$ cat src/sv/ado_pkg.sv
`default_nettype none

package ado_pkg;

  // fixed-point and frame geometry
  localparam int FRAC_BITS = 8;
  localparam int MAX_DIM   = 4096;

  // field widths
  localparam int PIX_W   = 12;
  localparam int CH_W    = 8;
  localparam int POS_W   = 21;
  localparam int RAD_W   = 20;
  localparam int COLOR_W = 3 * CH_W;

  // configuration port
  localparam int CFG_IDX_W  = 2;
  localparam int CFG_DATA_W = COLOR_W;

  localparam logic [CFG_IDX_W-1:0] CFG_CENTER_COL  = 2'd0;
  localparam logic [CFG_IDX_W-1:0] CFG_CENTER_ROW  = 2'd1;
  localparam logic [CFG_IDX_W-1:0] CFG_DISC_RADIUS = 2'd2;
  localparam logic [CFG_IDX_W-1:0] CFG_DISC_COLOR  = 2'd3;

  // pixel index mask
  localparam logic [PIX_W-1:0] PIX_MASK = PIX_W'(MAX_DIM - 1);

  // offset datapath
  localparam int SHIFT_W = PIX_W + FRAC_BITS;
  localparam int DX_W    = ((SHIFT_W + 1 > POS_W) ? SHIFT_W + 1 : POS_W) + 1;
  localparam int FAR_W   = 21;

  // square root datapath, radicand padded to an even width
  localparam int SQ_W   = 2 * FAR_W + 2;
  localparam int ROOT_W = SQ_W / 2;
  localparam int REM_W  = ROOT_W + 2;

  // coverage and blend
  localparam int REACH_W = RAD_W + 1;
  localparam int CMP_W   = ROOT_W + 1;
  localparam int A_W     = FRAC_BITS + 1;
  localparam int MIX_W   = A_W + CH_W + 1;

  localparam logic [A_W-1:0]     ONE_FX  = {1'b1, {FRAC_BITS{1'b0}}};
  localparam logic [REACH_W-1:0] HALF_FX = {{(REACH_W - FRAC_BITS){1'b0}}, 1'b1,
                                            {(FRAC_BITS - 1){1'b0}}};

  // configuration registers as seen by the datapath
  typedef struct packed {
    logic signed [POS_W-1:0] center_col;
    logic signed [POS_W-1:0] center_row;
    logic [RAD_W-1:0]        disc_radius;
    logic [COLOR_W-1:0]      disc_color;
  } cfg_t;

  // per-pixel data riding along the pipeline
  typedef struct packed {
    logic [CH_W-1:0] red;
    logic [CH_W-1:0] green;
    logic [CH_W-1:0] blue;
    logic            far;
  } side_t;

  // finished pixel
  typedef struct packed {
    logic [CH_W-1:0] red;
    logic [CH_W-1:0] green;
    logic [CH_W-1:0] blue;
    logic            covered;
  } pix_out_t;

endpackage

`default_nettype wire

$ cat src/sv/ado_cfg_if.sv
`default_nettype none

interface ado_cfg_if;
  logic                            valid;
  logic                            ready;
  logic [ado_pkg::CFG_IDX_W-1:0]  index;
  logic [ado_pkg::CFG_DATA_W-1:0] data;

  modport source (output valid, index, data, input ready);
  modport sink (input valid, index, data, output ready);
endinterface

`default_nettype wire

$ cat src/sv/ado_cfg_regs.sv
`default_nettype none

module ado_cfg_regs (
  input  logic          clk,
  input  logic          rst,
  ado_cfg_if.sink       cfg,
  output ado_pkg::cfg_t regs
);

  // writes are always taken
  assign cfg.ready = 1'b1;

  // register file, unknown indexes fall through
  always_ff @(posedge clk) begin
    if (rst) begin
      regs <= '0;
    end else if (cfg.valid) begin
      unique case (cfg.index)
        ado_pkg::CFG_CENTER_COL: begin
          regs.center_col <= $signed(cfg.data[ado_pkg::POS_W-1:0]);
        end
        ado_pkg::CFG_CENTER_ROW: begin
          regs.center_row <= $signed(cfg.data[ado_pkg::POS_W-1:0]);
        end
        ado_pkg::CFG_DISC_RADIUS: begin
          regs.disc_radius <= cfg.data[ado_pkg::RAD_W-1:0];
        end
        ado_pkg::CFG_DISC_COLOR: begin
          regs.disc_color <= cfg.data[ado_pkg::COLOR_W-1:0];
        end
        default: begin
        end
      endcase
    end
  end

endmodule

`default_nettype wire

$ cat src/flat_wrapper.sv
// flat-port wrapper written by rule: the top's interface ports become plain ports
module ado_cfg_regs_flat 
  (clk, rst, regs, cfg_valid, cfg_index, cfg_data, cfg_ready);
  ado_cfg_if cfg_i ();
  input  logic clk;
  input  logic rst;
  output ado_pkg::cfg_t regs;
  input wire logic [$bits(cfg_i.valid)-1:0] cfg_valid;
  input wire logic [$bits(cfg_i.index)-1:0] cfg_index;
  input wire logic [$bits(cfg_i.data)-1:0] cfg_data;
  output wire logic [$bits(cfg_i.ready)-1:0] cfg_ready;
  assign cfg_i.valid = cfg_valid;
  assign cfg_i.index = cfg_index;
  assign cfg_i.data = cfg_data;
  assign cfg_ready = cfg_i.ready;
  ado_cfg_regs u_core (.clk(clk), .rst(rst), .cfg(cfg_i), .regs(regs));
endmodule
$ cat config.mk
export PLATFORM = sky130hd
export DESIGN_NAME = ado_cfg_regs_flat
export DESIGN_NICKNAME = d
export VERILOG_FILES = /design/src/sv/ado_pkg.sv /design/src/sv/ado_cfg_if.sv /design/src/sv/ado_cfg_regs.sv /design/src/flat_wrapper.sv
export SDC_FILE = /design/constraint.sdc
export NUM_CORES = 1
export LEC_CHECK = 0
export BUFFER_PORTS_ARGS = -buffer_cell sky130_fd_sc_hd__buf_4
export CAP_MARGIN = 20
export CORE_MARGIN = 4
export CORE_UTILIZATION = 50
export CTS_BUF_LIST = sky130_fd_sc_hd__clkbuf_4 sky130_fd_sc_hd__clkbuf_8 sky130_fd_sc_hd__clkbuf_16
export CTS_CLUSTER_DIAMETER = 200
export DETAILED_ROUTE_END_ITERATION = 16
export GPL_TIMING_DRIVEN = 0
export PLACE_DENSITY = 0.79
export SETUP_SLACK_MARGIN = 0.5
export SYNTH_ARGS = -nofsm -noshare
export SYNTH_HDL_FRONTEND = slang
export SYNTH_SLANG_ARGS = --single-unit
$ cat constraint.sdc
create_clock -name clk -period 1.25 [get_ports clk]
set_clock_uncertainty 0.1 [all_clocks]
set_input_delay 0.3125 -clock clk [delete_from_list [all_inputs] [get_ports clk]]
set_output_delay 0.3125 -clock clk [all_outputs]
set_load 0.01 [all_outputs]
==> impl_metrics.tcl <==
set metrics [dict create \
    status "finished, final reports clean" \
    hp-class "input pin to register" \
    fp.dieW_um 90.9 \
    path_cells "buf_6" \
    cp-start-kind "register" \
    cts-root-buf "clkbuf_8" \
    yosys-top-cells-area "dfxtp_1 50%, mux2i_1 25%, nand2b_1 20%" \
    cellLeakagePower_uw 0.00298 \
    ant_nets 0 \
    r2r_slack_ps 280 \
    cts_max_level 3 \
    final_common_cell "buf_6" \
    reg2reg_from "u_core.regs[55]$_SDFFE_PP0P_" \
    period_needed_ps 1250 \
    place_congestion 0.793 \
    wl_per_cell_um 22.6 \
    p_total_uw 6110 \
    reg2regPathDepth 4 \
    yosys_register_bits 86 \
    synth_cell_types 13 \
    rows 29 \
    finalWirelength_um 12900 \
    first_pass_iters 4 \
    clock-sinks 86 \
    path_class "register to output pin" \
    finalHoldViolCount 0 \
    drt_iter0_drc 118 \
    grt_antenna_before_repair 0 \
    grt_use_total 0.258 \
    cp_top_family "flip-flops" \
    setup_viol 0 \
    slowest_stage "dfxtp_4" \
    post-route-period-util 0.999 \
    fill_cells 201 \
    drive_above_1_share 0.662 \
    grt_pass1_vias 3171 \
    tns_ps 0 \
    hpwl_um 6620 \
    synth_top_area_frac 0.501 \
    grt_max_degree 15 \
    syn-cell-area_um2 3440 \
    io_buffers 113 \
    clk_pin_slew_ps 90 \
    arrival_ps 840 \
    dp_cells 502 \
    reg_top3 "u_core.regs x86" \
    numCtsBuffers 9 \
    cts_hold_buf 0 \
    crit_fanout 2 \
    core_um2 6490 \
    slew_viol_final 0 \
    setup_ws_ps 1.77 \
    largest_register_ffs 86 \
    r2r_end "u_core.regs[55]$_SDFFE_PP0P_" \
    vias 3055 \
    grt_first_pass_wirelength_um 16800 \
    maxCapViolCount 0 \
    rsz0062_at_grt "true" \
    critPathCaptureType "output pin" \
    worstSetupStartpoint "u_core.regs[44]$_SDFFE_PP0P_" \
    syn_nets 341 \
    crit_required_ps 840 \
    die_y_um 90.9 \
    instances_no_fill 571 \
    vias_per_cell 5.35 \
    grt-ovfl-total 0 \
    seq_area_frac_synth 0.501 \
    nNetsFinal 518 \
    final_cell_mix "110 x buf_6, 84 x mux2i_1, 77 x nand2b_1" \
    clock_latency_ps 350 \
    diodes 0 \
    die_area_um2 8260 \
    vdd_ir_drop_max_v 0.000805 \
    pre_cts_slack_ps -141 \
    max_stage_delay_ps 360 \
    io_pins 116 \
    hp-start "cfg_data[21]" \
    min_path_cells 3 \
    fmax_mhz 801 \
    synthCells 312 \
    syn_area_per_cell_um2 11.0 \
    cts_tree "yes" \
    power_density_nw_per_um2 1010 \
    path_buf_inv 1 \
    synthToLayoutAreaGrowth_pct 76.1 \
    min_to "u_core.regs[21]$_SDFFE_PP0P_" \
    synth_top_cell_by_area "dfxtp_1" \
    top_register "u_core.regs" \
    initial_core_util 0.529 \
    cts_max_path_buffers 2 \
    yosys_warnings 0 \
    drc 0 \
]
==> cells in the mapped netlist <==
library cell and n:
mux2i_1 86, nand2b_1 110, nor3b_2 1, conb_1 1
or3b_1 1, and3_1 1, buf_4 4, clkbuf_1 12
and3b_1 1, nand3b_1 2, dfxtp_1 86, nand3_1 1
buf_2 6
==> per-stage QoR <==
step	hold WS [ps]	area, um^2	util
2_1_floorplan	348	3920	-
3_3_place_gp	355	4860	0.748
3_5_place_dp	357	4860	0.748
4_1_cts	114	5820	0.896
5_1_grt	135	6050	0.932
6_report	136	6050	0.932
==> metal layers <==
layer  part of all wire  track usage  up-vias
met1               0.39        0.302     1521
met2               0.53        0.465      136
met5                  0            0        -
li1                   -            -     1376
met4              0.024       0.0854        0
met3              0.063       0.0567       22
==> kinds of logic (layout without fill, tap and decap cells) <==
family,after synthesis,count (layout),synth area share
simple gates,117,117,0.217
other cells,1,1,0.00109
flops,86,86,0.501
mux,86,86,0.251
buf+inv,22,204,0.0306
==> final cells by class <==
cell class                 count  area, um^2  share of cell area
buffer                        22         269              0.0445
clock buffer                  12         176              0.0292
clock inverter                 4        50.0             0.00827
multi-input combinational    204        1890               0.312
sequential                    86        1860               0.308
tap                           77        96.3              0.0159
timing repair buffer         166        1700               0.282
==> where the power goes <==
| group | total, uW | switching [uW] | leakage [uW] | internal (uW) |
|---|---|---|---|---|
| sequential | 2910 | 83.0 | 0.000743 | 2830 |
| combinational | 1010 | 412 | 0.00213 | 596 |
| clock | 2180 | 1030 | 0.000112 | 1160 |
==> worst max-delay path by stage <==
stage                                    to  slack [ps]  cells past startpoint
6_report                           regs[44]           2                      1
5_1_grt                            regs[68]         -20                      1
4_1_cts                            regs[16]          10                      1
3_5_place_dp   u_core.regs[73]$_SDFFE_PP0P_        -140                      4
3_3_place_gp   u_core.regs[81]$_SDFFE_PP0P_         -90                      4
2_1_floorplan  u_core.regs[77]$_SDFFE_PP0P_          80                      3
==> timing repair <==
item	CTS	global route
cloned	4	0
pin swaps	2	1
hold endpoints to repair	0	0
resized for setup	128	22
setup buffers	31	18
endpoints found under the setup margin	172	172
Note: power is estimated with default switching activity, not from simulation.
