<file path="src/sv/ado_pkg.sv">
`default_nettype none

package ado_pkg;

  // fixed-point and frame geometry
  localparam int FRAC_BITS = 8;
  localparam int MAX_DIM   = 4096;

  // field widths
  localparam int PIX_W   = 12;
  localparam int CH_W    = 8;
  localparam int POS_W   = 21;
  localparam int RAD_W   = 20;
  localparam int COLOR_W = 3 * CH_W;

  // configuration port
  localparam int CFG_IDX_W  = 2;
  localparam int CFG_DATA_W = COLOR_W;

  localparam logic [CFG_IDX_W-1:0] CFG_CENTER_COL  = 2'd0;
  localparam logic [CFG_IDX_W-1:0] CFG_CENTER_ROW  = 2'd1;
  localparam logic [CFG_IDX_W-1:0] CFG_DISC_RADIUS = 2'd2;
  localparam logic [CFG_IDX_W-1:0] CFG_DISC_COLOR  = 2'd3;

  // pixel index mask
  localparam logic [PIX_W-1:0] PIX_MASK = PIX_W'(MAX_DIM - 1);

  // offset datapath
  localparam int SHIFT_W = PIX_W + FRAC_BITS;
  localparam int DX_W    = ((SHIFT_W + 1 > POS_W) ? SHIFT_W + 1 : POS_W) + 1;
  localparam int FAR_W   = 21;

  // square root datapath, radicand padded to an even width
  localparam int SQ_W   = 2 * FAR_W + 2;
  localparam int ROOT_W = SQ_W / 2;
  localparam int REM_W  = ROOT_W + 2;

  // coverage and blend
  localparam int REACH_W = RAD_W + 1;
  localparam int CMP_W   = ROOT_W + 1;
  localparam int A_W     = FRAC_BITS + 1;
  localparam int MIX_W   = A_W + CH_W + 1;

  localparam logic [A_W-1:0]     ONE_FX  = {1'b1, {FRAC_BITS{1'b0}}};
  localparam logic [REACH_W-1:0] HALF_FX = {{(REACH_W - FRAC_BITS){1'b0}}, 1'b1,
                                            {(FRAC_BITS - 1){1'b0}}};

  // configuration registers as seen by the datapath
  typedef struct packed {
    logic signed [POS_W-1:0] center_col;
    logic signed [POS_W-1:0] center_row;
    logic [RAD_W-1:0]        disc_radius;
    logic [COLOR_W-1:0]      disc_color;
  } cfg_t;

  // per-pixel data riding along the pipeline
  typedef struct packed {
    logic [CH_W-1:0] red;
    logic [CH_W-1:0] green;
    logic [CH_W-1:0] blue;
    logic            far;
  } side_t;

  // finished pixel
  typedef struct packed {
    logic [CH_W-1:0] red;
    logic [CH_W-1:0] green;
    logic [CH_W-1:0] blue;
    logic            covered;
  } pix_out_t;

endpackage

`default_nettype wire

</file>
<file path="src/sv/ado_blend.sv">
`default_nettype none

module ado_blend (
  input  logic                        clk,
  input  logic                        rst,
  input  logic                        en,
  input  logic                        in_valid,
  input  logic [ado_pkg::ROOT_W-1:0]  root,
  input  ado_pkg::side_t              in_side,
  input  logic [ado_pkg::RAD_W-1:0]   disc_radius,
  input  logic [ado_pkg::COLOR_W-1:0] disc_color,
  output logic                        out_valid,
  output ado_pkg::pix_out_t           result
);

  logic [ado_pkg::REACH_W-1:0]  reach;
  logic [ado_pkg::CMP_W-1:0]    diff;
  logic                         inside_disc;
  logic                         saturate;
  logic [ado_pkg::A_W-1:0]      a_next;

  logic                         cov_valid;
  logic [ado_pkg::A_W-1:0]      cov_a;
  ado_pkg::side_t               cov_side;

  logic [ado_pkg::A_W-1:0]      inv_a;

  // ((one - a) * pixel + a * colour) >> frac, truncated
  function automatic logic [ado_pkg::CH_W-1:0] mix(
    input logic [ado_pkg::A_W-1:0]  a,
    input logic [ado_pkg::A_W-1:0]  inv,
    input logic [ado_pkg::CH_W-1:0] pix,
    input logic [ado_pkg::CH_W-1:0] col
  );
    logic [ado_pkg::MIX_W-1:0] acc;
    acc = {{(ado_pkg::CH_W + 1){1'b0}}, inv} * {{(ado_pkg::A_W + 1){1'b0}}, pix}
        + {{(ado_pkg::CH_W + 1){1'b0}}, a} * {{(ado_pkg::A_W + 1){1'b0}}, col};
    return acc[ado_pkg::FRAC_BITS +: ado_pkg::CH_W];
  endfunction

  // coverage: radius + 1/2 - distance, clamped to 0..1
  assign reach       = {1'b0, disc_radius} + ado_pkg::HALF_FX;
  assign diff        = {{(ado_pkg::CMP_W - ado_pkg::REACH_W){1'b0}}, reach}
                     - {{(ado_pkg::CMP_W - ado_pkg::ROOT_W){1'b0}}, root};
  assign inside_disc = !diff[ado_pkg::CMP_W-1] && (diff != '0) && !in_side.far;
  assign saturate    = diff > {{(ado_pkg::CMP_W - ado_pkg::A_W){1'b0}}, ado_pkg::ONE_FX};
  assign a_next      = !inside_disc ? '0
                     : saturate    ? ado_pkg::ONE_FX
                     : diff[ado_pkg::A_W-1:0];

  always_ff @(posedge clk) begin
    if (rst) begin
      cov_valid <= 1'b0;
    end else if (en) begin
      cov_valid <= in_valid;
    end
  end

  always_ff @(posedge clk) begin
    if (en) begin
      cov_a    <= a_next;
      cov_side <= in_side;
    end
  end

  // per-channel blend into the output register
  assign inv_a = ado_pkg::ONE_FX - cov_a;

  always_ff @(posedge clk) begin
    if (rst) begin
      out_valid <= 1'b0;
    end else if (en) begin
      out_valid <= cov_valid;
    end
  end

  always_ff @(posedge clk) begin
    if (en) begin
      result.red     <= mix(cov_a, inv_a, cov_side.red,
                            disc_color[2*ado_pkg::CH_W +: ado_pkg::CH_W]);
      result.green   <= mix(cov_a, inv_a, cov_side.green,
                            disc_color[ado_pkg::CH_W +: ado_pkg::CH_W]);
      result.blue    <= mix(cov_a, inv_a, cov_side.blue,
                            disc_color[0 +: ado_pkg::CH_W]);
      result.covered <= (cov_a != '0);
    end
  end

`ifndef SYNTHESIS
  // coverage never exceeds one
  a_cov_range: assert property (@(posedge clk) disable iff (rst)
    cov_valid |-> (cov_a <= ado_pkg::ONE_FX))
    else $error("coverage above one");

  // far pixels are never covered
  a_far_clear: assert property (@(posedge clk) disable iff (rst)
    (cov_valid && cov_side.far) |-> (cov_a == '0))
    else $error("far pixel got coverage");

  // covered flag follows the coverage that produced it
  a_cov_flag: assert property (@(posedge clk) disable iff (rst)
    (en && cov_valid) |=> (out_valid && (result.covered == ($past(cov_a) != '0))))
    else $error("covered flag does not match coverage");

  // a stalled output neither drops nor creates a pixel
  a_stall_hold: assert property (@(posedge clk) disable iff (rst)
    !en |=> (out_valid == $past(out_valid)))
    else $error("output valid changed during stall");
`endif

endmodule

`default_nettype wire
</file>
<file path="config.mk">
export PLATFORM = sky130hd
export DESIGN_NAME = ado_blend
export DESIGN_NICKNAME = d
export VERILOG_FILES = /design/src/sv/ado_pkg.sv /design/src/sv/ado_blend.sv
export SDC_FILE = /design/constraint.sdc
export NUM_CORES = 1
export LEC_CHECK = 0
export ABC_AREA = 0
export BUFFER_PORTS_ARGS = -buffer_cell sky130_fd_sc_hd__clkbuf_2
export CAP_MARGIN = 20
export CORE_MARGIN = 4
export CORE_UTILIZATION = 35
export DETAILED_ROUTE_END_ITERATION = 7
export PLACE_DENSITY = 0.58
export SETUP_SLACK_MARGIN = 0.2
export SKIP_CTS_REPAIR_TIMING = 1
export SYNTH_ARGS = -nofsm -noshare
export SYNTH_HDL_FRONTEND = slang
export SYNTH_SLANG_ARGS = --single-unit
</file>
<file path="constraint.sdc">
create_clock -name clk -period 7.11 [get_ports clk]
set_input_delay 0 -clock clk [delete_from_list [all_inputs] [get_ports clk]]
set_output_delay 0 -clock clk [all_outputs]
set_load 0.05 [all_outputs]
</file>
==> results.toml <==
[sta]
fin_ws_ns = 0.4996
final_max_slew_viol_count = 0
min_period_ns = 6.610
fin_tns_setup_ns = 0
worst_pin_slew_ns = 0.9415
fin_crit_sh = 0.9297
setup_viol = 0
fin_skew_ns = 0.01281
fmax_mhz = 151.3
hold_ws_ns = 0.05092
slew_headroom = 0.3724
hold_viol_final = 0
rsz0062_at_grt = "false"

[clock_network]
clk_pin_slew_ns = 0.07
clock_sinks = 60
cts_buffer_depth = 2
cts_tree = "done"
h-tree-depth = 3
cts_buffers = 9
root_buffer = "clkbuf_16"
clk_latency_ns = 0.39

[pwr]
ir_worst_vdd_v = 0.0004372
powerDensity_nw_per_um2 = 466.3
leakage_nw = 9.617

[critical_path]
crit_path_cell_trace = "inv_1, ha_2, nand2_1, or3_4, xor2_4, buf_4, buf_2, and2_1, fa_1, inv_1, fa_1, inv_1, fa_1, fa_1, fa_1, inv_1, fa_1, inv_1, ha_1, and3_1, a21o_1, o41ai_2, xnor2_1"
max_stage_delay_ns = 0.51
end_kind = "flip-flop"
cpMaxStageDelayCell = "fa_1"
cp-start-kind = "flip-flop"
worstSetupPathType = "reg -> reg"
cp_max_fo = 11
critical_path_buf_inv_count = 7
cp_common_cell = "fa_1"
worst_ep_required_time_ns = 7.23
worstPathArrival_ns = 6.73
path_delay_family = "adder cells"

[synthesis]
synth_top_area_frac = 0.3772
syn-cell-area_sq_um = 16930
synth_ff_type = "edfxtp_1"
ys_types = 52
postSynthAreaPerCell_sq_um = 9.318
synth_most_common_cell = "inv_1"
synth_top_area_cell = "fa_1"
synth_edf_count = 58
synth_seq_cells = 60
seq_area_frac_synth = 0.1052
synth_common_cells = "438 x inv_1, 319 x fa_1, 248 x and2_1"
syn_inst = 1817
async_reset_ff_frac = 0
syn_nets = 2447
ys_warn_count = 0
synth_area_leaders = "fa_1 38%, ha_1 16%, edfxtp_1 10%"

[placed_design]
placed_area_sq_um = 18290
port_buffers = 120
place_ws_ns = 0.1919
hpwl_microns = 32620
routabilityCongestion = 0.8366

[route]
drt_iter0_drc = 471
wire_per_inst_microns = 15.43
postRouteWirelength_microns = 39610
firstDrtPassIters = 5
drc = 0
ant_nets = 0
routed_via_density = 4.778
vias = 12266

[global_route]
grt_pass1_vias = 13372
grt_overflow_total = 0
antenna_found_initial = 0
grt_pass1_wl_microns = 66270
track_usage = 0.1578
grt_max_degree = 61

[floorplan]
dieArea_sq_um = 51960
start_util = 0.3546
die_h_microns = 227.9
ios = 121
row_count = 80
core_sq_um = 47750
die_w_microns = 227.9

[cells_and_area]
ff_latch_area_sq_um = 1782
nets = 2578
antenna_cells = 0
nFillCells = 4772
utilization = 0.3985
fin_area_sq_um = 19020
syn2layout_area_growth_pct = 12.36
multiInputGateArea_sq_um = 13420
drive_gt1_frac = 0.09375

[worst_hold_path]
hold_path.class = "in -> reg"

[run]
maxCapViolCount = 0

[run_status]
run_status = "complete, no violations"
==> report_power, final <==
group	internal [mW]	switching (mW)
Sequential	0.880	0.0590
Clock	0.301	0.194
Combinational	3.34	4.09
==> sequential cells by signal (all words and copies together) (netlist names) <==
register / cells
cov_a: 9
cov_side: 24
result: 25
out_valid: 1
cov_valid: 1
==> path summary, 6_finish.rpt <==
kind | startpoint | to | slack (ns) | cells past startpoint
min | in_side[0] | cov_a[6] | 0.05 | 4
max | cov_a[0] | result[16] | 0.50 | 23
max reg2reg | cov_a[0] | result[16] | 0.50 | 23
min reg2reg | out_valid | out_valid | 0.49 | 2
==> cell usage in the layout, fill, tap and decap left out, types with 29 or more instances in the layout <==
cell,count
a21oi_1,29
and2_1,248
clkbuf_2,119
edfxtp_1,58
fa_1,319
ha_1,214
inv_1,438
nand2_1,185
nor2_1,33
xnor2_1,45
==> layout make-up <==
class                   instances  area share
clock buffers                   9     0.01184
clock inverters                 6    0.004209
multi-input cells            1264      0.7055
flip-flops and latches         60     0.09365
repair buffers                175     0.05794
inverters                     438     0.08642
well taps                     615     0.04045
==> logic make-up after synthesis <==
family                   count (synthesis)  synth area share
flip-flops                              60            0.1052
adder cells (fa/ha/maj)                535            0.5368
XOR/XNOR                                67           0.03466
AND/OR/NAND/NOR                        556            0.1722
multiplexers                             3          0.001774
buffers and inverters                  493            0.1098
AO/OA/AOI/OAI                          103           0.03954
==> metal layers <==
metal | GRT usage | vias to the layer above | wire length [microns]
li1 | - | 5736 | -
met1 | 0.1988 | 6266 | 17070
met2 | 0.2846 | 228 | 20280
met3 | 0.03006 | 36 | 1693
met4 | 0.03004 | 0 | 563
met5 | 0 | - | 0
==> metrics by stage <==
step / total power, mW / instances
finish: 8.872 / 2567
global route: 10.23 / 2567
CTS: 8.932 / 2534
detailed placement: 8.367 / 2519
global placement: 8.187 / 2519
floorplan: 6.864 / 1817
==> worst register-to-register path: stages (launching register included) <==
cell and delay [ns]:
edfxtp_1 0.41, inv_1 0.10, ha_2 0.21, nand2_1 0.08, or3_4 0.38, xor2_4 0.21
buf_4 0.15, buf_2 0.25, and2_1 0.24, fa_1 0.51, inv_1 0.05, fa_1 0.47
inv_1 0.05, fa_1 0.48, fa_1 0.51, fa_1 0.49, inv_1 0.05, fa_1 0.49
inv_1 0.04, ha_1 0.32, and3_1 0.20, a21o_1 0.21, o41ai_2 0.34, xnor2_1 0.11
No activity file was read; power rests on OpenSTA's default activity.
