==> config.mk <==
export PLATFORM = sky130hd
export DESIGN_NAME = ado_isqrt
export DESIGN_NICKNAME = d
export VERILOG_FILES = /design/src/sv/ado_pkg.sv /design/src/sv/ado_isqrt.sv
export SDC_FILE = /design/constraint.sdc
export NUM_CORES = 2
export LEC_CHECK = 0
export BUFFER_PORTS_ARGS = -buffer_cell sky130_fd_sc_hd__buf_2
export CORE_ASPECT_RATIO = 0.8
export CORE_MARGIN = 2
export CORE_UTILIZATION = 46
export CTS_CLUSTER_DIAMETER = 200
export CTS_CLUSTER_SIZE = 12
export DETAILED_ROUTE_END_ITERATION = 10
export GPL_TIMING_DRIVEN = 0
export PLACE_DENSITY = 0.7
export SLEW_MARGIN = 10
export SYNTH_ARGS = -nofsm -noshare
export SYNTH_HDL_FRONTEND = slang
export SYNTH_SLANG_ARGS = --single-unit
==> constraint.sdc <==
create_clock -name clk -period 6.9 [get_ports clk]
set_input_delay 0.345 -clock clk [delete_from_list [all_inputs] [get_ports clk]]
set_output_delay 0.345 -clock clk [all_outputs]
set_load 0.005 [all_outputs]
==> src/sv/ado_pkg.sv <==
`default_nettype none

package ado_pkg;

  // fixed-point and frame geometry
  localparam int FRAC_BITS = 8;
  localparam int MAX_DIM   = 4096;

  // field widths
  localparam int PIX_W   = 12;
  localparam int CH_W    = 8;
  localparam int POS_W   = 21;
  localparam int RAD_W   = 20;
  localparam int COLOR_W = 3 * CH_W;

  // configuration port
  localparam int CFG_IDX_W  = 2;
  localparam int CFG_DATA_W = COLOR_W;

  localparam logic [CFG_IDX_W-1:0] CFG_CENTER_COL  = 2'd0;
  localparam logic [CFG_IDX_W-1:0] CFG_CENTER_ROW  = 2'd1;
  localparam logic [CFG_IDX_W-1:0] CFG_DISC_RADIUS = 2'd2;
  localparam logic [CFG_IDX_W-1:0] CFG_DISC_COLOR  = 2'd3;

  // pixel index mask
  localparam logic [PIX_W-1:0] PIX_MASK = PIX_W'(MAX_DIM - 1);

  // offset datapath
  localparam int SHIFT_W = PIX_W + FRAC_BITS;
  localparam int DX_W    = ((SHIFT_W + 1 > POS_W) ? SHIFT_W + 1 : POS_W) + 1;
  localparam int FAR_W   = 21;

  // square root datapath, radicand padded to an even width
  localparam int SQ_W   = 2 * FAR_W + 2;
  localparam int ROOT_W = SQ_W / 2;
  localparam int REM_W  = ROOT_W + 2;

  // coverage and blend
  localparam int REACH_W = RAD_W + 1;
  localparam int CMP_W   = ROOT_W + 1;
  localparam int A_W     = FRAC_BITS + 1;
  localparam int MIX_W   = A_W + CH_W + 1;

  localparam logic [A_W-1:0]     ONE_FX  = {1'b1, {FRAC_BITS{1'b0}}};
  localparam logic [REACH_W-1:0] HALF_FX = {{(REACH_W - FRAC_BITS){1'b0}}, 1'b1,
                                            {(FRAC_BITS - 1){1'b0}}};

  // configuration registers as seen by the datapath
  typedef struct packed {
    logic signed [POS_W-1:0] center_col;
    logic signed [POS_W-1:0] center_row;
    logic [RAD_W-1:0]        disc_radius;
    logic [COLOR_W-1:0]      disc_color;
  } cfg_t;

  // per-pixel data riding along the pipeline
  typedef struct packed {
    logic [CH_W-1:0] red;
    logic [CH_W-1:0] green;
    logic [CH_W-1:0] blue;
    logic            far;
  } side_t;

  // finished pixel
  typedef struct packed {
    logic [CH_W-1:0] red;
    logic [CH_W-1:0] green;
    logic [CH_W-1:0] blue;
    logic            covered;
  } pix_out_t;

endpackage

`default_nettype wire

==> src/sv/ado_isqrt.sv <==
`default_nettype none

module ado_isqrt (
  input  logic                        clk,
  input  logic                        rst,
  input  logic                        en,
  input  logic                        in_valid,
  input  logic [ado_pkg::SQ_W-1:0]    radicand,
  input  ado_pkg::side_t              in_side,
  output logic                        out_valid,
  output logic [ado_pkg::ROOT_W-1:0]  root,
  output ado_pkg::side_t              out_side
);

  // one result bit per stage
  logic                        valid_q [ado_pkg::ROOT_W];
  ado_pkg::side_t              side_q  [ado_pkg::ROOT_W];
  logic [ado_pkg::ROOT_W-1:0]  root_q  [ado_pkg::ROOT_W];
  logic [ado_pkg::REM_W-1:0]   rem_q   [ado_pkg::ROOT_W-1];
  logic [ado_pkg::SQ_W-1:0]    n_q     [ado_pkg::ROOT_W-1];

  for (genvar k = 0; k < ado_pkg::ROOT_W; k++) begin : g_step
    logic                        valid_in;
    ado_pkg::side_t              side_in;
    logic [ado_pkg::ROOT_W-1:0]  root_in;
    logic [ado_pkg::REM_W-1:0]   rem_in;
    logic [ado_pkg::SQ_W-1:0]    n_in;
    logic [ado_pkg::REM_W-1:0]   rem_sh;
    logic [ado_pkg::REM_W-1:0]   trial;
    logic                        fits;

    // stage source
    if (k == 0) begin : g_first
      assign valid_in = in_valid;
      assign side_in  = in_side;
      assign root_in  = '0;
      assign rem_in   = '0;
      assign n_in     = radicand;
    end else begin : g_mid
      assign valid_in = valid_q[k-1];
      assign side_in  = side_q[k-1];
      assign root_in  = root_q[k-1];
      assign rem_in   = rem_q[k-1];
      assign n_in     = n_q[k-1];
    end

    // bring down two bits and try the next root bit
    assign rem_sh = {rem_in[ado_pkg::REM_W-3:0], n_in[ado_pkg::SQ_W-1 -: 2]};
    assign trial  = {root_in, 2'b01};
    assign fits   = (rem_sh >= trial);

    always_ff @(posedge clk) begin
      if (rst) begin
        valid_q[k] <= 1'b0;
      end else if (en) begin
        valid_q[k] <= valid_in;
      end
    end

    always_ff @(posedge clk) begin
      if (en) begin
        side_q[k] <= side_in;
        root_q[k] <= {root_in[ado_pkg::ROOT_W-2:0], fits};
      end
    end

    // remainder and radicand are not needed past the last step
    if (k < ado_pkg::ROOT_W - 1) begin : g_carry
      always_ff @(posedge clk) begin
        if (en) begin
          rem_q[k] <= fits ? (rem_sh - trial) : rem_sh;
          n_q[k]   <= {n_in[ado_pkg::SQ_W-3:0], 2'b00};
        end
      end
    end
  end

  assign out_valid = valid_q[ado_pkg::ROOT_W-1];
  assign root      = root_q[ado_pkg::ROOT_W-1];
  assign out_side  = side_q[ado_pkg::ROOT_W-1];

endmodule

`default_nettype wire

==> qor.yml <==
status: "finished, final reports clean"
drt_drc_violations_left: 0
fill_cells: 12300
placed_cells: 6727
r2r_end: "rem_q[2][83]$_DFFE_PP_"
nets: 5296
h-tree-depth: 4
design.die.area_um2: 156000
clock_latency_ns: 0.77
rrSetupSlack_ns: 2.96
drive_gt1_share_pct: 7.72
grt-ovfl-total: 0
power.total_uw: 24700
power_density_nw_per_um2: 314
die_h_um: 354
fin_crit_sh_pct: 57.2
initial_utilization_pct: 46.2
worst_pin_slew_ns: 1.10
cp-start-kind: "flop"
synth.distinct_cells: 80
p_sw_share_pct: 24.7
rows: 128
drv_slew: 0
netlist_instances: 4581
cts.repair.resized: 0
hp-class: "in2reg"
wl_per_cell_um: 15.9
rr_startpoint: "root_q[2][44]$_DFFE_PP_"
first_global_vias: 35500
critPathArrivalTime_ns: 4.51
ir_drop_v: 0.000233
seq_area_frac_synth_pct: 73.5
antenna_cells: 0
required_ns: 7.46
async_flop_share_pct: 0
core_um2: 152000
die_w_um: 441
tritoncts: "yes"
final_cells: 6976
critPathKind: "reg2reg"
grt_first_pass_wirelength_um: 181000
p_seq_share_pct: 53.9
crit_path_end_kind: "flop"
post_cts_buffers: 0
period_needed_ns: 3.94
finalWirelength_um: 111000
synth_area_per_cell_um2: 15.3
final_antenna_net_count: 0
synth_ff_type: "edfxtp_1"
synth-seq-cells: 1721
area_growth_pct: 12.1
cts_buffers: 161
clk_pin_slew_ns: 0.07
clockRootBuffer: "clkbuf_16"
drt-initial-drc-count: 2895
avgViaCountPerCell: 5.19
whs_endpoint: "n_q[0][104]$_DFFE_PP_"
finalSetupViolCount: 0
p_int_uw: 18600
grt_max_degree: 171
cts.sinks: 1721
netlist_area_um2: 70300
gp_congestion: 0.896
rsz0062_at_grt: "false"
fin_tns_setup_ns: 0
grt_util_all_layers_pct: 14.2
final_common_cell: "edfxtp_1"
maxSlewHeadroom_pct: 26.1
layout_common_cells: "edfxtp_1 (1,721), inv_1 (341), ha_1 (276)"
synthesis.nets: 4930
holdCritStartpoint: "en"
final_hold_viol_count: 0
p_sw_uw: 6110
portBuffers: 120
finClkSkew_ns: 0.0268
hold_path_depth: 1
io_pins: 121
clkPwrFrac_pct: 31.5
clockBufferDepth: 3
p_leak_uw: 0.0292
vias: 36200
crit_fanout: 10
fin_area_um2: 78800
place_area_um2: 73700
synth_warnings: 0
rr_worst_depth: 12
max_freq_mhz: 254
cap_violations: 0
dp_hpwl_um: 72600
synth_edf_count: 1721
antenna_found_initial: 3
dr.pass1.iters: 6
combPwrFrac_pct: 14.6
-- synthesized netlist by cell type, types with 6 or more instances --
| cell type | number | area [µm²] |
|---|---|---|
| or4_1 | 19 | 143 |
| nor2b_1 | 40 | 250 |
| ha_1 | 276 | 3450 |
| a31oi_1 | 19 | 119 |
| a2111oi_0 | 6 | 52.6 |
| or2_2 | 12 | 75.1 |
| nand4_1 | 44 | 275 |
| and3_1 | 14 | 87.6 |
| mux2_2 | 50 | 563 |
| clkbuf_1 | 68 | 255 |
| a41oi_1 | 6 | 52.6 |
| a211oi_1 | 26 | 195 |
| or3_1 | 39 | 244 |
| a21o_1 | 75 | 563 |
| nand3b_1 | 12 | 90.1 |
| a211o_1 | 10 | 87.6 |
| xnor2_1 | 168 | 1470 |
| o21ai_0 | 176 | 881 |
| nor3b_1 | 8 | 60.1 |
| mux2_1 | 19 | 214 |
| o211ai_1 | 21 | 158 |
| o21a_1 | 56 | 420 |
| a21oi_1 | 236 | 1180 |
| nor4_1 | 46 | 288 |
| a21boi_0 | 6 | 45.0 |
| nand2b_1 | 63 | 394 |
| nand3_1 | 48 | 240 |
| nor3_1 | 98 | 490 |
| nand2_1 | 215 | 807 |
| inv_1 | 341 | 1280 |
| mux2i_1 | 8 | 80.1 |
| o31ai_1 | 35 | 263 |
| edfxtp_1 | 1721 | 51700 |
| o41ai_1 | 7 | 61.3 |
| o31a_1 | 9 | 78.8 |
| xor2_1 | 162 | 1420 |
| o21ai_1 | 19 | 95.1 |
| o21bai_1 | 22 | 165 |
| and4_1 | 8 | 70.1 |
| and2_1 | 31 | 194 |
| nor2_1 | 256 | 961 |
-- worst max-delay path by stage --
stage                            startpoint                       end  cells past startpoint
global placement                         en   valid_q[1][2]$_DFFE_PP_                      2
finish              root_q[2][44]$_DFFE_PP_    rem_q[2][83]$_DFFE_PP_                     12
detailed placement                       en  side_q[2][130]$_DFFE_PP_                      6
floorplan           rem_q[0][106]$_DFFE_PP_   rem_q[0][133]$_DFFE_PP_                      8
CTS                 root_q[2][44]$_DFFE_PP_    rem_q[2][83]$_DFFE_PP_                     12
global route        root_q[2][44]$_DFFE_PP_    rem_q[2][92]$_DFFE_PP_                     12
-- cells by family (layout without fill, tap and decap cells) --
| kind of cell | after synthesis | after routing | synth area share, % |
|---|---|---|---|
| other cells | 1 | 1 | 0.00534 |
| xor+xnor | 330 | 330 | 4.11 |
| compound gates | 780 | 780 | 6.94 |
| buf+inv | 414 | 794 | 2.22 |
| simple gates | 982 | 982 | 7.06 |
| mux | 77 | 77 | 1.22 |
| fa+ha+maj | 276 | 276 | 4.91 |
| flops | 1721 | 1721 | 73.5 |
-- cell type report --
type | count | area, µm² | share of cell area [%]
clock buffer | 164 | 4100 | 5.21
multi-input combinational | 2446 | 17000 | 21.6
inverter | 344 | 1290 | 1.64
sequential | 1721 | 51700 | 65.6
timing repair buffer | 203 | 1640 | 2.08
buffer | 70 | 270 | 0.343
clock inverter | 13 | 239 | 0.303
tap | 2015 | 2520 | 3.20
-- through the flow --
stage | utilization [%] | worst slack [ns] | hold slack [ns]
2_1_floorplan | - | 3.86 | 0.400
3_3_place_gp | 48.3 | -21.79 | 0.400
3_5_place_dp | 48.5 | 2.54 | 0.405
4_1_cts | 51.8 | 2.97 | 0.00788
5_1_grt | 51.8 | 2.68 | 0.00596
6_report | 51.8 | 2.96 | 0.0548
-- registers in the layout, summed over array words and instances (netlist names) --
| signal | flops |
|---|---|
| root_q | 253 |
| rem_q | 434 |
| side_q | 550 |
| n_q | 462 |
| valid_q | 22 |
-- repair_timing --
| action | CTS | global route |
|---|---|---|
| hold buffers | 72 | 0 |
| hold endpoints to repair | 73 | 0 |
| setup endpoints to repair | 0 | 0 |
-- power by group through the flow --
stage          clock network, µW  logic (µW)  registers (µW)
2_1_floorplan                  0        2620           13300
3_3_place_gp                   0        3450           14000
3_5_place_dp                   0        3550           13500
4_1_cts                     8110        3600           13300
5_1_grt                     8490        4070           13400
6_report                    7790        3610           13300
-- worst max-delay path, stage by stage (launching register included) --
cell and delay (ns):
edfxtp_1 0.38, inv_1 0.06, ha_1 0.34, nor2b_1 0.17, o31a_1 0.28, nor3_1 0.33
o31ai_1 0.24, o21bai_1 0.25, a311oi_1 0.38, clkbuf_1 0.54, clkbuf_1 0.53, nand2_1 0.10
o21ai_0 0.15
-- metal layers --
layer | routed length [µm] | global-route usage [%]
met1 | 53600 | 20.7
met2 | 49300 | 21.5
met3 | 5250 | 2.98
met4 | 2530 | 4.27
met5 | 0 | 0
Power figures use the tool's default switching activity.
