## src/sv/ado_pkg.sv

```systemverilog
`default_nettype none

package ado_pkg;

  // fixed-point and frame geometry
  localparam int FRAC_BITS = 8;
  localparam int MAX_DIM   = 4096;

  // field widths
  localparam int PIX_W   = 12;
  localparam int CH_W    = 8;
  localparam int POS_W   = 21;
  localparam int RAD_W   = 20;
  localparam int COLOR_W = 3 * CH_W;

  // configuration port
  localparam int CFG_IDX_W  = 2;
  localparam int CFG_DATA_W = COLOR_W;

  localparam logic [CFG_IDX_W-1:0] CFG_CENTER_COL  = 2'd0;
  localparam logic [CFG_IDX_W-1:0] CFG_CENTER_ROW  = 2'd1;
  localparam logic [CFG_IDX_W-1:0] CFG_DISC_RADIUS = 2'd2;
  localparam logic [CFG_IDX_W-1:0] CFG_DISC_COLOR  = 2'd3;

  // pixel index mask
  localparam logic [PIX_W-1:0] PIX_MASK = PIX_W'(MAX_DIM - 1);

  // offset datapath
  localparam int SHIFT_W = PIX_W + FRAC_BITS;
  localparam int DX_W    = ((SHIFT_W + 1 > POS_W) ? SHIFT_W + 1 : POS_W) + 1;
  localparam int FAR_W   = 21;

  // square root datapath, radicand padded to an even width
  localparam int SQ_W   = 2 * FAR_W + 2;
  localparam int ROOT_W = SQ_W / 2;
  localparam int REM_W  = ROOT_W + 2;

  // coverage and blend
  localparam int REACH_W = RAD_W + 1;
  localparam int CMP_W   = ROOT_W + 1;
  localparam int A_W     = FRAC_BITS + 1;
  localparam int MIX_W   = A_W + CH_W + 1;

  localparam logic [A_W-1:0]     ONE_FX  = {1'b1, {FRAC_BITS{1'b0}}};
  localparam logic [REACH_W-1:0] HALF_FX = {{(REACH_W - FRAC_BITS){1'b0}}, 1'b1,
                                            {(FRAC_BITS - 1){1'b0}}};

  // configuration registers as seen by the datapath
  typedef struct packed {
    logic signed [POS_W-1:0] center_col;
    logic signed [POS_W-1:0] center_row;
    logic [RAD_W-1:0]        disc_radius;
    logic [COLOR_W-1:0]      disc_color;
  } cfg_t;

  // per-pixel data riding along the pipeline
  typedef struct packed {
    logic [CH_W-1:0] red;
    logic [CH_W-1:0] green;
    logic [CH_W-1:0] blue;
    logic            far;
  } side_t;

  // finished pixel
  typedef struct packed {
    logic [CH_W-1:0] red;
    logic [CH_W-1:0] green;
    logic [CH_W-1:0] blue;
    logic            covered;
  } pix_out_t;

endpackage

`default_nettype wire

```

## src/sv/ado_dist.sv

```systemverilog
`default_nettype none

module ado_dist (
  input  logic                              clk,
  input  logic                              rst,
  input  logic                              en,
  input  logic                              in_valid,
  input  logic [ado_pkg::PIX_W-1:0]         pix_col,
  input  logic [ado_pkg::PIX_W-1:0]         pix_row,
  input  ado_pkg::side_t                    in_side,
  input  logic signed [ado_pkg::POS_W-1:0]  center_col,
  input  logic signed [ado_pkg::POS_W-1:0]  center_row,
  output logic                              out_valid,
  output logic [ado_pkg::SQ_W-1:0]          radicand,
  output ado_pkg::side_t                    out_side
);

  logic [ado_pkg::SHIFT_W-1:0]      col_fx;
  logic [ado_pkg::SHIFT_W-1:0]      row_fx;
  logic signed [ado_pkg::DX_W-1:0]  dx_next;
  logic signed [ado_pkg::DX_W-1:0]  dy_next;

  logic                             v1;
  logic signed [ado_pkg::DX_W-1:0]  dx1;
  logic signed [ado_pkg::DX_W-1:0]  dy1;
  ado_pkg::side_t                   side1;

  logic [ado_pkg::DX_W-1:0]         mag_x;
  logic [ado_pkg::DX_W-1:0]         mag_y;
  logic                             far_next;

  logic                             v2;
  logic [ado_pkg::FAR_W-1:0]        ax2;
  logic [ado_pkg::FAR_W-1:0]        ay2;
  ado_pkg::side_t                   side2;

  logic [2*ado_pkg::FAR_W-1:0]      sqx_next;
  logic [2*ado_pkg::FAR_W-1:0]      sqy_next;

  logic                             v3;
  logic [2*ado_pkg::FAR_W-1:0]      sqx3;
  logic [2*ado_pkg::FAR_W-1:0]      sqy3;
  ado_pkg::side_t                   side3;

  // offsets from the centre in fixed point
  assign col_fx  = {pix_col & ado_pkg::PIX_MASK, {ado_pkg::FRAC_BITS{1'b0}}};
  assign row_fx  = {pix_row & ado_pkg::PIX_MASK, {ado_pkg::FRAC_BITS{1'b0}}};
  assign dx_next = $signed({{(ado_pkg::DX_W - ado_pkg::SHIFT_W){1'b0}}, col_fx})
                 - $signed({{(ado_pkg::DX_W - ado_pkg::POS_W){center_col[ado_pkg::POS_W-1]}},
                            center_col});
  assign dy_next = $signed({{(ado_pkg::DX_W - ado_pkg::SHIFT_W){1'b0}}, row_fx})
                 - $signed({{(ado_pkg::DX_W - ado_pkg::POS_W){center_row[ado_pkg::POS_W-1]}},
                            center_row});

  always_ff @(posedge clk) begin
    if (rst) begin
      v1 <= 1'b0;
    end else if (en) begin
      v1 <= in_valid;
    end
  end

  always_ff @(posedge clk) begin
    if (en) begin
      dx1   <= dx_next;
      dy1   <= dy_next;
      side1 <= in_side;
    end
  end

  // magnitudes and far-pixel test
  assign mag_x    = dx1[ado_pkg::DX_W-1] ? (~dx1 + 1'b1) : dx1;
  assign mag_y    = dy1[ado_pkg::DX_W-1] ? (~dy1 + 1'b1) : dy1;
  assign far_next = (|mag_x[ado_pkg::DX_W-1:ado_pkg::FAR_W])
                 || (|mag_y[ado_pkg::DX_W-1:ado_pkg::FAR_W]);

  always_ff @(posedge clk) begin
    if (rst) begin
      v2 <= 1'b0;
    end else if (en) begin
      v2 <= v1;
    end
  end

  always_ff @(posedge clk) begin
    if (en) begin
      ax2   <= far_next ? '0 : mag_x[ado_pkg::FAR_W-1:0];
      ay2   <= far_next ? '0 : mag_y[ado_pkg::FAR_W-1:0];
      side2 <= '{red: side1.red, green: side1.green, blue: side1.blue, far: far_next};
    end
  end

  // squares
  assign sqx_next = {{ado_pkg::FAR_W{1'b0}}, ax2} * {{ado_pkg::FAR_W{1'b0}}, ax2};
  assign sqy_next = {{ado_pkg::FAR_W{1'b0}}, ay2} * {{ado_pkg::FAR_W{1'b0}}, ay2};

  always_ff @(posedge clk) begin
    if (rst) begin
      v3 <= 1'b0;
    end else if (en) begin
      v3 <= v2;
    end
  end

  always_ff @(posedge clk) begin
    if (en) begin
      sqx3  <= sqx_next;
      sqy3  <= sqy_next;
      side3 <= side2;
    end
  end

  // sum of squares
  always_ff @(posedge clk) begin
    if (rst) begin
      out_valid <= 1'b0;
    end else if (en) begin
      out_valid <= v3;
    end
  end

  always_ff @(posedge clk) begin
    if (en) begin
      radicand <= {2'b00, sqx3} + {2'b00, sqy3};
      out_side <= side3;
    end
  end

endmodule

`default_nettype wire

```

## config.mk

```make
export PLATFORM = sky130hd
export DESIGN_NAME = ado_dist
export DESIGN_NICKNAME = d
export VERILOG_FILES = /design/src/sv/ado_pkg.sv /design/src/sv/ado_dist.sv
export SDC_FILE = /design/constraint.sdc
export NUM_CORES = 2
export LEC_CHECK = 0
export ABC_AREA = 1
export BUFFER_PORTS_ARGS = -buffer_cell sky130_fd_sc_hd__buf_2
export CORE_MARGIN = 2
export CORE_UTILIZATION = 59
export DETAILED_ROUTE_END_ITERATION = 7
export GPL_ROUTABILITY_DRIVEN = 0
export PLACE_DENSITY = 0.88
export RECOVER_POWER = 50
export SLEW_MARGIN = 20
export SYNTH_ARGS = -nofsm -noshare
export SYNTH_HDL_FRONTEND = slang
export SYNTH_SLANG_ARGS = --single-unit
```

## constraint.sdc

```tcl
create_clock -name clk -period 5.8 [get_ports clk]
set_clock_uncertainty 0.15 [all_clocks]
set_input_delay 0.58 -clock clk [delete_from_list [all_inputs] [get_ports clk]]
set_output_delay 0.58 -clock clk [all_outputs]
set_load 0.1 [all_outputs]
```

==> summary.txt, run 1 <==
Outcome
  • Status: did not finish
  • Fail Step: global routing (5_1_grt)
  • Run Error: [ERROR GRT-0232] Routing congestion too high. Check the congestion heatmap in the GUI.

Yosys
  • Syn_nets: 6161
  • Synthesized area per cell: 8.32 um2
  • Largest family of logic cells by synthesized area: adder cells
  • Yosys Warn Count: 0
  • Mapped Area: 42200 um2
  • Yosys top cell area share: 29.4%
  • Top_reg_cell synth: edfxtp_1
  • Fraction of the mapped netlist area in adder cells: 40.5%
  • Mux cell area share after synthesis: 0%
  • Synthesis-stage register bit count: 314
  • XOR/XNOR Fraction of Synth Area: 3.20%
  • Seq/Total Area, Yosys: 22.2%
  • Compound-Gate Fraction of Synth Area: 3.11%
  • Post-synth EDFFs: 310
  • Yosys cell types: 40
  • Synth Area in Simple Gates: 17.4%
  • Async SR Flop Fraction: 0%
  • Mapped Cells: 5073
  • Synth area leader: fa_1
  • Synth area leaders: fa_1 (29%), edfxtp_1 (22%), inv_1 (13%), nand2_1 (12%), ha_1 (11%)

CTS
  • H-tree depth: 2
  • Clk sinks: 314
  • Cts hold-fix bufs: 0
  • TritonCTS Buffers: 34
  • Clock Root Buffer: clkbuf_16
  • CTS Buffer Depth: 3

Placement
  • Dpl hpwl: 89.4 mm
  • IO Port Bufs: 162
  • Placement Cell Area: 46700 um2

Floorplan
  • Die Width: 271 um
  • Die Span Y: 271 um
  • Initial Utilization: 59.3%
  • Top Ports: 165
  • # rows: 98

Timing
  • Post-GRT worst EP: sqx3[29]$_DFFE_PP_/D
  • Type of pin the worst path ends at: sequential cell input

Global route
  • Total GRT Usage: 66.8%
  • Congestion Overflow GR: 58
  • Largest net degree at the start of global routing: 137
-- through the flow --
| stage | cells | setup WS (ps) | setup TNS (ps) |
|---|---|---|---|
| floorplan | 5073 | -11.8 | -11.8 |
| global placement | 6437 | -357 | -13110 |
| detailed placement | 6437 | -521 | -22180 |
| CTS | 6559 | -249 | -9000 |
-- synthesized netlist by cell type (2+ instances only) --
cell and number:
a211oi_1 2, a21o_1 2, a21oi_1 145, a31oi_1 11
and2_1 4, buf_1 2, buf_6 4, clkbuf_1 87
dfxtp_1 4, edfxtp_1 310, fa_1 620, ha_1 373
inv_1 1425, nand2_1 1301, nand2_2 4, nand2b_1 3
nand3_1 125, nand3_2 4, nand3b_1 7, nand4_1 19
nor2_1 308, nor2_2 16, nor3_1 35, nor4_1 6
o21ai_0 72, o21ai_1 5, o21bai_1 8, or2_2 7
xnor2_1 40, xor2_1 114
-- logic make-up after synthesis --
logic type,Yosys count
adder cells (fa/ha/maj),993
flip-flops,314
AO/OA/AOI/OAI,249
buffers and inverters,1520
other,1
XOR/XNOR,154
AND/OR/NAND/NOR,1842
-- layer usage --
layer | GRT usage (%) | GRT overflow
met3 | 60.5 | 1
met1 | 63.1 | 2
met2 | 79.6 | 27
met4 | 64.1 | 28
met5 | 42.7 | 0
-- repair_timing --
| item | CTS |
|---|---|
| resized for setup | 505 |
| pin swaps | 220 |
| setup endpoints to repair | 60 |
| gates cloned | 3 |
| setup buffers | 59 |
==> run 2: changes to the inputs <==
- CORE_UTILIZATION: 59 -> 40
- PLACE_DENSITY: 0.88 -> not set
- PLACE_DENSITY_LB_ADDON: not set -> 0.15
- clock period: 5.8 -> 7.55 ns (I/O delays scaled with it)
==> summary.txt, run 2 <==
Route
  • Detailed-route via count: 30300
  • Antenna-violating nets left: 0
  • DR iter-0 viols: 1538
  • Drt wl/cell: 14.5 um
  • Via/cell ratio: 4.56
  • Residual DRC count: 0
  • DRT Pass-1 Iters: 5
  • Final wirelength: 96.2 mm

Yosys
  • Synth Area in Simple Gates: 17.4% (unchanged)
  • Mapped Cells: 5073 (unchanged)
  • Mapped Area: 42200 um2 (unchanged)
  • Fraction of the mapped netlist area in adder cells: 40.5% (unchanged)
  • Yosys Warn Count: 0 (unchanged)
  • Compound-Gate Fraction of Synth Area: 3.11% (unchanged)
  • Yosys cell types: 40 (unchanged)
  • Post-synth top cells: inv_1 (1425), nand2_1 (1301), fa_1 (620)
  • Top-count cell post-synth: inv_1
  • Post-synth EDFFs: 310 (unchanged)
  • Synth area leader: fa_1
  • Synthesis-stage register bit count: 314 (unchanged)
  • Async SR Flop Fraction: 0% (unchanged)
  • Seq/Total Area, Yosys: 22.2% (unchanged)
  • Synth area leaders: fa_1 (29%), edfxtp_1 (22%), inv_1 (13%), nand2_1 (12%), ha_1 (11%)
  • Syn_nets: 6161 (unchanged)
  • Mux cell area share after synthesis: 0% (unchanged)
  • Largest family of logic cells by synthesized area: adder cells
  • Top_reg_cell synth: edfxtp_1
  • Yosys top cell area share: 29.4% (unchanged)
  • Synthesized area per cell: 8.32 um2 (unchanged)
  • XOR/XNOR Fraction of Synth Area: 3.20% (unchanged)

Timing
  • Hold Fails Final Rpt: 0
  • Setup tns final: 0 ps
  • Tcrit/Tclk final: 90.3%
  • Min Clock Period, post-route: 6820 ps
  • Pins over their slew limit: 103
  • Least-Margin Pin Slew: 6180 ps
  • Max frequency: 147 MHz
  • Final setup violation count: 0
  • Min Hold Slack: 212 ps
  • Relative slew margins: -312%
  • RSZ-0062 raised after global routing: no

Floorplan
  • Die Span Y: 329 um (+21%)
  • Area of the die: 108000 um2
  • Die Width: 329 um (+21%)
  • Core area: 105000 um2
  • # rows: 119 (+21%)
  • Top Ports: 165 (unchanged)
  • Initial Utilization: 40.2% (-19 points)

Final layout
  • P&R area growth vs syn: 8.83%
  • FF/Latch Area: 9390 um2
  • Fin nets: 6321
  • Commonest non-fill, non-tap cell in the layout: inv_1
  • Multi-input gate area: 27000 um2
  • Largest Register: radicand
  • Fillcell total: 10600
  • Regs by FF count: radicand x43, sqx3 x41, sqy3 x41
  • Commonest non-fill, non-tap cells in the layout: inv_1 (1425), nand2_1 (1303), fa_1 (620), ha_1 (373), nor2_1 (314)
  • Diodes inserted: 0
  • Largest register FFs: 43
  • Layout cells sized above 1: 5.02%

Worst setup path
  • FF-to-FF setup slack: 730 ps
  • Worst r2r dst: sqy3[40]
  • Critical path startpoint: ay2[0]
  • Worst Reg-to-Reg Cells: 24
  • End of the critical path: sqy3[40]
  • Crit path launch type: flop
  • RR Startpoint: ay2[0]
  • Critical path type: flop to flop
  • Crit path max fanout: 17
  • Arr. time, crit path: 6980 ps
  • CP Capture Type: flop
  • Worst Path Required: 7710 ps

Outcome
  • Status: finished, violations left
  • Failing checks: capacitance limit, slew limit

CTS
  • TritonCTS Buffers: 37 (+8.8%)
  • H-tree depth: 2 (unchanged)
  • CTS Buffer Depth: 3 (unchanged)
  • CTS resizes: 0 (-100%)
  • Clk sinks: 314 (unchanged)
  • Worst-skew pair later-pin latency: 570 ps
  • Clock Root Buffer: clkbuf_16
  • Clk slew on worst S/H paths: 60 ps
  • Cts hold-fix bufs: 0 (unchanged)
  • CTS tree: yes
  • Postcts setup bufs: 0 (-100%)

Global route
  • Vias in the first global route: 31300
  • Total GRT Usage: 18.5%
  • Largest net degree at the start of global routing: 103
  • Initial antenna violation count: 0
  • Congestion Overflow GR: 0
  • First-pass GRT wire length: 160 mm

Placement
  • IO Port Bufs: 162 (unchanged)
  • Dpl hpwl: 82.8 mm (-7.3%)

Hold path
  • Hold Crit Class: input pin to flop
  • Hold path start: in_side[1]

Run
  • Max_cap viols: 1
[run 2: cell counts after synthesis]
Identical to the previous run, type by type.
[run 2: logic make-up after synthesis]
logic type	after synthesis
compound gates	249
xor+xnor	154
fa+ha+maj	993
buf+inv	1520
flops	314
other cells	1
simple gates	1842
[run 2: final cells by class]
class,instances,area share (%)
tap,1391,3.79
multi-input combinational,3239,58.9
clock buffer,43,2.16
clock inverter,24,0.509
timing repair buffer,215,2.59
sequential,314,20.4
inverter,1426,11.7
[run 2: metal layers]
metal / global-route usage (%) / wire length, um
met4: 2.83 / 1350
met1: 25.7 / 45000
met3: 2.70 / 4740
met5: 0 / 0
met2: 31.3 / 45100
[run 2: critical path, cell delays in order, from the launching register on]
cell	delay [ps]
edfxtp_1	710
clkbuf_1	800
nand2_1	250
fa_1	560
fa_1	540
inv_1	50
fa_1	500
fa_1	510
fa_1	490
inv_1	50
fa_1	470
inv_1	40
ha_1	340
nand2_1	170
inv_1	70
nand2_1	60
nand2_1	60
inv_1	60
nand2_1	60
nand2_1	70
nand3_1	180
nand2_1	190
nand2_1	70
nand2_1	60
nand2_1	40
[run 2: through the flow]
stage	worst slack, ps	instances	cell area (um2)	utilization, %
2_1_floorplan	1480	5073	42200	-
3_3_place_gp	787	6583	44800	42.6
3_5_place_dp	753	6583	44800	42.6
4_1_cts	750	6650	46000	43.8
5_1_grt	235	6652	45900	43.7
6_report	729	6652	45900	43.7
[run 2: worst min-delay path by stage]
stage          slack (ps)            to  depth (start not counted)
5_1_grt               190      side1[6]                          1
3_5_place_dp          250     side2[21]                          0
4_1_cts               180     side1[24]                          1
3_3_place_gp          250  out_side[21]                          0
2_1_floorplan         250   out_side[0]                          0
6_report              210      side1[1]                          1
Power of run 2 is left out: the tool's default activity adds up to more than one toggle a clock period on the data nets, which glitch-free logic cannot reach.
